$ cat src/rtl/sws_pkg.sv
// Shared types, constants and the decay table of the sliding-window snippet scorer.
package sws_pkg;
	localparam int WindowDepth = 256;
	localparam int RingAw = $clog2(WindowDepth);
	localparam int NumTerms = 6;
	localparam int DecayEntries = 16;
	localparam int TableLen = 12;
	localparam int MaxTokens = 1048576;
	localparam int ScoreW = 40;
	localparam logic [ScoreW-1:0] ScoreMax = '1;

	localparam logic [2:0] CfgMaxWidth = 3'd0;

	typedef enum logic [2:0] {
		ST_IDLE,
		ST_CHECK,
		ST_DROP,
		ST_ADD,
		ST_SKIP,
		ST_OUT
	} state_t;

	// Contribution request to the shared multiply/accumulate unit.
	typedef struct packed {
		logic        go;
		logic        sub;
		logic [15:0] weight;
		logic [8:0]  count;
	} mac_req_t;

	function automatic logic [16:0] decay_lookup(input logic [8:0] count);
		logic [16:0] d;
		logic [8:0]  k;
		k = count - 9'd1;
		d = '0;
		if (count != 9'd0 && k < 9'(DecayEntries) && k < 9'(TableLen)) begin
			case (k[3:0])
				4'd0: d = 17'd65536;
				4'd1: d = 17'd24109;
				4'd2: d = 17'd8869;
				4'd3: d = 17'd3263;
				4'd4: d = 17'd1200;
				4'd5: d = 17'd442;
				4'd6: d = 17'd162;
				4'd7: d = 17'd60;
				4'd8: d = 17'd22;
				4'd9: d = 17'd8;
				4'd10: d = 17'd3;
				4'd11: d = 17'd1;
				default: d = 17'd0;
			endcase
		end
		return d;
	endfunction
endpackage

$ cat src/rtl/sws_mac.sv
// Shared multiply and saturating accumulate unit for the running score.
module sws_mac import sws_pkg::*; (
	input  logic              clk,
	input  logic              arst_n,
	input  mac_req_t          req,
	input  logic              clr,
	output logic [ScoreW-1:0] score
);
	logic [ScoreW-1:0] score_q;
	logic [32:0]       prod;
	logic [ScoreW:0]   sum;
	logic [ScoreW-1:0] prod_w;

	assign prod = 33'(req.weight) * 33'(decay_lookup(req.count));
	assign prod_w = ScoreW'(prod);
	assign sum = {1'b0, score_q} + {1'b0, prod_w};

	always_ff @(posedge clk or negedge arst_n) begin
		if (!arst_n) begin
			score_q <= '0;
		end else if (clr) begin
			score_q <= '0;
		end else if (req.go) begin
			if (req.sub) begin
				score_q <= (score_q > prod_w) ? score_q - prod_w : '0;
			end else begin
				score_q <= sum[ScoreW] ? ScoreMax : sum[ScoreW-1:0];
			end
		end
	end

	assign score = score_q;
endmodule

$ cat config.mk
export PLATFORM = sky130hd
export DESIGN_NAME = sws_mac
export DESIGN_NICKNAME = d
export VERILOG_FILES = /design/src/rtl/sws_pkg.sv /design/src/rtl/sws_mac.sv
export SDC_FILE = /design/constraint.sdc
export NUM_CORES = 1
export LEC_CHECK = 0
export ABC_AREA = 1
export BUFFER_PORTS_ARGS = -buffer_cell sky130_fd_sc_hd__buf_2
export CAP_MARGIN = 20
export CORE_ASPECT_RATIO = 1.1
export CORE_MARGIN = 3
export CORE_UTILIZATION = 60
export CTS_CLUSTER_SIZE = 40
export DETAILED_ROUTE_END_ITERATION = 7
export GPL_TIMING_DRIVEN = 0
export HOLD_SLACK_MARGIN = 0.15
export PLACE_DENSITY = 0.76
export SETUP_SLACK_MARGIN = 0.4
export SLEW_MARGIN = 20
export SYNTH_ARGS = -nofsm -noshare
export SYNTH_HDL_FRONTEND = slang
export SYNTH_SLANG_ARGS = --single-unit
$ cat constraint.sdc
create_clock -name clk -period 7.1 [get_ports clk]
set_clock_uncertainty 0.1 [all_clocks]
set_input_delay 0.355 -clock clk [delete_from_list [all_inputs] [get_ports clk]]
set_output_delay 0.355 -clock clk [all_outputs]
set_load 0.02 [all_outputs]
==> results of run 1 <==
==> layout make-up <==
class	instances	share of cell area [%]
multi-input combinational	1963	70.8
inverter	570	10.4
antenna	4	0.0469
timing repair buffer	219	8.26
sequential	40	4.69
clock buffer	6	0.604
buffer	65	2.87
tap	357	2.09
clock inverter	2	0.164
==> cells in the final DEF, fill, tap and decap left out, types with 9 or more instances in the layout <==
| master | n |
|---|---|
| nand3_2 | 34 |
| a21oi_1 | 71 |
| clkbuf_1 | 13 |
| inv_2 | 33 |
| o21bai_1 | 14 |
| nand3_1 | 104 |
| o21ai_0 | 39 |
| dfrtp_1 | 40 |
| buf_8 | 9 |
| nand2_2 | 63 |
| nor3_1 | 16 |
| o21ai_2 | 13 |
| nand3_4 | 32 |
| ha_4 | 19 |
| fa_2 | 12 |
| nand2_4 | 15 |
| o21ai_1 | 13 |
| nor2_1 | 263 |
| nor2_2 | 39 |
| buf_2 | 72 |
| xor2_1 | 35 |
| fa_1 | 167 |
| a21oi_2 | 25 |
| nand2_1 | 662 |
| nor2_4 | 42 |
| buf_6 | 28 |
| nand4_1 | 21 |
| a21oi_4 | 10 |
| inv_1 | 511 |
| buf_4 | 137 |
| buf_12 | 15 |
| ha_1 | 174 |
| xnor2_1 | 17 |
==> through the flow <==
stage	util, %	worst slack (ns)	hold WS [ns]	TNS, ns	cells
finish	78.3	-3.11	0.263	-120.66	3226
global route	78.3	-3.08	0.275	-120.04	3224
CTS	74.6	-1.21	0.182	-46.06	3183
detailed placement	66.8	-2.68	0.429	-103.86	3061
global placement	66.8	-2.60	0.416	-99.99	3061
floorplan	-	-0.553	-0.0406	-21.05	2638
==> worst max-delay path by stage <==
stage | to | cells after the start | startpoint | slack, ns
global route | score[26] | 44 | req[0] | -3.08
detailed placement | score[25] | 45 | req[0] | -2.68
floorplan | score[8] | 45 | req[0] | -0.55
global placement | score[25] | 45 | req[0] | -2.60
CTS | score[29] | 48 | req[0] | -1.21
finish | score[26] | 45 | req[0] | -3.11
==> cell families after synthesis <==
family                     synth area share [%]
AOI/OAI and AO/OA                          7.00
buffers and inverters                      15.3
xor gates and xnor gates                   3.07
DFF                                        5.95
adders and majority gates                  35.9
and+or+nand+nor                            32.8
==> worst max-delay path: cells and delay by family <==
kind	cells	cell delay (ns)
AOI/OAI and AO/OA	3	0.44
adders and majority gates	9	4.60
and+or+nand+nor	21	3.53
buffers and inverters	12	1.35
==> layer usage <==
layer  GRT usage (%)  vias to the layer above
met4            37.8                        6
met2            76.2                     1721
li1                -                     8448
met1            47.1                     9324
met5               0                        -
met3            6.44                      851
==> power groups by stage <==
stage                     combinational [uW]  clock (uW)  sequential (uW)
after floorplan                         1430           0              360
after global placement                  2080           0              325
after detailed placement                2100           0              329
after CTS                               2280         289              325
after global routing                    2690         295              334
final                                   2510         289              330
==> timing repair <==
item / 4_1_cts / 5_1_grt
resized for setup: 250 / 161
buffers inserted: 110 / 37
endpoints found under the setup margin: 40 / 40
cloned: 4 / 1
pin swaps: 143 / 104
endpoints found under the hold margin: 0 / 40
hold buffers: 0 / 1
==> flow_summary_export.csv, run 1 <==
group,metric,value,unit
outcome,outcome,"complete, but fails checks",
outcome,violations,"design-rule violations, negative setup slack",
placed_design,gp_congestion,1.06,
global_route,grt.total_usage,44.0,%
drt,initialDrtViolationCount,2763,
worst_setup_path,start_kind,"input port",
logic_synthesis,yosysMostFrequentCell,"nand2_1",
die,start_util,61.7,%
logic_synthesis,yosys.area.top_type,"fa_1",
logic_synthesis,synth.yosys.seq_area_share,5.95,%
die,fp.dieW,166,um
layout,largest_reg_flops,40,
clock_tree,cts_buffers,5,
logic_synthesis,netlist_top_cells_area,"fa_1 (21%), nand2_1 (16%), ha_1 (15%)",
logic_synthesis,yosysUniqueCellTypes,47,
worst_setup_path,cpPeakStageDelay,0.77,ns
die,ios,70,
drt,wl_met1,25.0,mm
clock_tree,tritoncts,"yes",
global_route,grt_start_max_net_pins,41,
worst_setup_path,crit_fanout,8,
layout,nets,3270,
pwr,p_clk_share,9.3,%
worst_setup_path,worstReg2RegEnd,"score[30]",
global_route,grt_pass1_vias,19549,
clock_tree,root_buffer,"clkbuf_16",
global_route,antenna_found_initial,9,
worst_setup_path,worstPathRequired,7.19,ns
logic_synthesis,syn_area,16800,um2
drt,wl_met3,11.1,mm
drt,wl,81.9,mm
drt,dr_total_vias,20350,
pwr,switching_power,1890,uW
worst_setup_path,crit_path_end_kind,"register",
pwr,power_density,146,nW/um2
drt,ant_nets,0,
drt,wl_per_cell,25.4,um
logic_synthesis,synth_top_cells_by_count,"nand2_1 (732), inv_1 (551), nor2_1 (326)",
pwr,comb_power_share,80.2,%
sta,tightest_slew,1.01,ns
logic_synthesis,synth.net_count,3044,
pwr,pwr-share-seq,10.6,%
drt,top_layer,"met5",
sta,setup_viol,40,
pwr,ir_drop,209,uV
layout,area_delta_synth_final,26.8,%
sta,hold_violations,0,
worst_setup_path,reg2reg_slack,3.96,ns
logic_synthesis,synth_edf_count,0,
drt,routed_via_density,6.31,
worst_setup_path,cp_slowest_cell,"fa_1",
worst_hold_path,hp-class,"in -> reg",
pwr,switching_share,60.6,%
layout,seq_area,1000,um2
drt,drc,19,
logic_synthesis,yosys_warnings,0,
drt,dr_wl_met2,34.5,mm
sta,drv_slew,0,
worst_setup_path,ff2ff_path_depth,14,
die,core-area,27300,um2
placed_design,hpwlAfterDp,50.8,mm
worst_hold_path,min_to,"score[0]",
logic_synthesis,synth_ff_type,"dfrtp_1",
job,max_cap_violations,0,
logic_synthesis,ys_ff_latch,40,
worst_setup_path,critPathArrivalTime,10.31,ns
worst_setup_path,criticalPathCategory,"in -> reg",
sta,finalCriticalPeriod,10.21,ns
logic_synthesis,syn_inst,2638,
drt,firstDrtPassIters,8,
logic_synthesis,synth_top_area_share,21.3,%
clock_tree,cts_max_level,2,
clock_tree,cts.sinks,40,
logic_synthesis,synthArstFlopShare,100,%
layout,drive_gt1_share,23.4,%
worst_hold_path,worstHoldStart,"clr",
layout,final_area,21400,um2
die,fp-row-count,63,
sta,slew_headroom,32.8,%
layout,n_fill_cell,1855,
placed_design,dpl-instance-area,18200,um2
clock_tree,clock_path_buffers,2,
placed_design,numPortBuffers,66,
sta,fmax,97.9,MHz
logic_synthesis,avgSynthCellArea,6.38,um2
layout,multi_input_area,15100,um2
sta,worst_slack,-3.11,ns
global_route,grt_pass1_wl,104,mm
sta,rsz0062_at_grt,"true",
worst_hold_path,hold_path_depth,4,
clock_tree,clkTransAtPathRegs,0.08,ns
pwr,internal-power,1230,uW
global_route,grt-ovfl-total,0,
pwr,total_power,3130,uW
die,die-area,30100,um2
clock_tree,clock_latency,0.31,ns
die,die_y,182,um
pwr,p_leak,0.0118,uW
worst_setup_path,rr_startpoint,"score[0]",
sta,fin_crit_sh,144,%
No activity file was read; power rests on OpenSTA's default activity.
==> inputs of run 2 (changes only) <==
--- a/config.mk
+++ b/config.mk
@@ -12,5 +12,5 @@
 export CORE_MARGIN = 3
 export CORE_UTILIZATION = 60
-export CTS_CLUSTER_SIZE = 40
+export CTS_CLUSTER_SIZE = 28
 export DETAILED_ROUTE_END_ITERATION = 7
 export GPL_TIMING_DRIVEN = 0
@@ -18,4 +18,5 @@
 export PLACE_DENSITY = 0.76
 export SETUP_SLACK_MARGIN = 0.4
+export SKIP_CTS_REPAIR_TIMING = 1
 export SLEW_MARGIN = 20
 export SYNTH_ARGS = -nofsm -noshare
==> constraint.sdc (replaced) <==
create_clock -name clk -period 7.1 [get_ports clk]
set_clock_uncertainty 0.1 [all_clocks]
set_input_delay 0.71 -clock clk [delete_from_list [all_inputs] [get_ports clk]]
set_output_delay 0.71 -clock clk [all_outputs]
set_load 0.02 [all_outputs]
==> run 2 against run 1 <==
Against the previous run:
- the run ends with negative setup slack left
- total power decreased by 5.1%
- critical endpoint is now score[24]
- critical path type unchanged
- core utilization decreased by 4.6 points
- routed wire length decreased by 22%
- final cell count decreased by 2.5%
- largest power group unchanged
- via count decreased by 10%
==> flow_summary_export.csv, run 2 (synthesis gave the netlist of run 1 again) <==
group,metric,value,unit
pwr,switching_share,60.9,%
worst_setup_path,crit_fanout,10,
placed_design,gp_congestion,1.06,
layout,final_cell_mix,"nand2_1 (679), inv_1 (522), nor2_1 (285)",
global_route,grt_pass1_wl,92.8,mm
die,fp.dieW,166,um
die,fp-row-count,63,
clock_tree,tritoncts,"yes",
clock_tree,clock_latency,0.31,ns
placed_design,dp_slack,-3.04,ns
drt,routed_via_density,5.81,
worst_setup_path,rr_startpoint,"score[2]",
global_route,grt_pass1_vias,18022,
sta,setup_viol,40,
worst_setup_path,worstReg2RegEnd,"score[29]",
layout,largest_reg_flops,40,
placed_design,dpl-instance-area,18200,um2
sta,fin_crit_sh,129,%
pwr,ir_drop,204,uV
worst_setup_path,cpPeakStageDelay,0.54,ns
pwr,p_clk_share,9.6,%
drt,ant_nets,0,
pwr,pwr-share-seq,11.1,%
clock_tree,clock_path_buffers,2,
drt,firstDrtPassIters,8,
pwr,switching_power,1810,uW
clock_tree,cts_max_level,2,
drt,dr_total_vias,18293,
layout,final_area,20100,um2
drt,wl,64.2,mm
pwr,power_density,148,nW/um2
clock_tree,cts.sinks,40,
layout,layout_commonest_cell,"nand2_1",
worst_setup_path,ff2ff_path_depth,14,
pwr,comb_power_share,79.4,%
sta,worst_slack,-2.06,ns
pwr,total_power,2970,uW
die,die-area,30100,um2
sta,fmax,109,MHz
worst_setup_path,critPathTopFamily,"adder cells",
pwr,internal-power,1160,uW
global_route,grt_start_max_net_pins,41,
worst_setup_path,cp_slowest_cell,"fa_2",
worst_setup_path,criticalPathCategory,"in -> reg",
outcome,outcome,"complete, but fails checks",
worst_hold_path,hp-class,"in -> async",
sta,drv_slew,0,
sta,hold_violations,0,
drt,wl_per_cell,20.4,um
worst_setup_path,critPathArrivalTime,9.25,ns
sta,timing.hold.ws,0.322,ns
global_route,grt.total_usage,39.1,%
placed_design,hpwlAfterDp,50.8,mm
worst_setup_path,cp.buffers_inverters,12,
die,ios,70,
sta,rsz0062_at_grt,"true",
layout,drive_gt1_share,18.5,%
clock_tree,root_buffer,"clkbuf_16",
sta,slew_headroom,43.2,%
clock_tree,clkTransAtPathRegs,0.07,ns
die,start_util,61.7,%
job,max_cap_violations,0,
drt,drc,0,
layout,area_delta_synth_final,19.3,%
global_route,grt-ovfl-total,0,
outcome,violations,"negative setup slack",
clock_tree,cts_buffers,5,
sta,tightest_slew,0.843,ns
worst_setup_path,reg2reg_slack,4.05,ns
drt,initialDrtViolationCount,1720,
layout,antennaDiodeCount,0,
placed_design,numPortBuffers,66,
sta,finalCriticalPeriod,9.16,ns
global_route,antenna_found_initial,0,
worst_setup_path,worstPathRequired,7.19,ns
worst_setup_path,start_kind,"input port",
worst_setup_path,crit_path_end_kind,"register",
die,core-area,27300,um2
layout,nets,3194,
pwr,p_leak,0.0112,uW
die,die_y,182,um
==> run 2: cell types whose count changed in the layout (fill, tap and decap cells not counted), moves of 11 or more <==
cell     before  now
buf_4       137   72
nor2_1      263  285
nand2_1     662  679
nor2_2       39   25
nand3_4      32   19
inv_1       511  522
nand2_2      63   52
==> run 2: metrics by stage <==
step | util [%] | cells | setup TNS, ns
floorplan | - | 2638 | -35.25
detailed placement | 66.8 | 3061 | -118.06
CTS | 67.4 | 3069 | -106.29
global placement | 66.8 | 3061 | -114.19
global route | 73.7 | 3146 | -90.62
finish | 73.7 | 3146 | -80.05
==> run 2: worst max path at each step <==
stage | to | cells past startpoint | slack (ns) | startpoint
3_3_place_gp | score[25] | 45 | -2.95 | req[0]
2_1_floorplan | score[8] | 45 | -0.91 | req[0]
5_1_grt | score[24] | 48 | -2.32 | req[0]
3_5_place_dp | score[25] | 45 | -3.04 | req[0]
6_report | score[24] | 43 | -2.06 | req[0]
4_1_cts | score[25] | 45 | -2.74 | req[0]
==> run 2: area by class of cell <==
type | instances | area (um2)
well taps | 357 | 447
multi-input cells | 1964 | 14700
flip-flops and latches | 40 | 1000
clock buffers | 6 | 129
clock inverters | 2 | 35.0
fillers | 2165 | 7180
inverters | 570 | 2200
repair buffers | 141 | 995
repair inverters | 1 | 7.51
plain buffers | 65 | 593
==> run 2: metal layers <==
layer	GRT usage, %	up-vias	routed length, um
met3	4.16	382	4710
met4	29.0	0	6220
met2	69.2	1126	30900
met1	43.4	8503	22400
met5	0	-	0
li1	-	8282	-
==> run 2: power by group through the flow <==
stage	logic (uW)	registers, uW	clock network [uW]
detailed placement	2100	329	0
global placement	2080	325	0
floorplan	1430	360	0
global route	2550	332	294
CTS	2110	324	289
finish	2350	328	284
==> run 2: worst reg2reg max path, stage by stage, from the launching register on <==
cell and delay, ns:
dfrtp_1 0.42, ha_1 0.33, buf_2 0.19, nor2_1 0.24, nand2_1 0.08, nand3_1 0.22, nand2_1 0.08, nand2_1 0.19
inv_1 0.08, o21bai_1 0.33, nand2_1 0.24, nand3_1 0.12, nand3_1 0.13, nand3_2 0.14, nand2_1 0.05
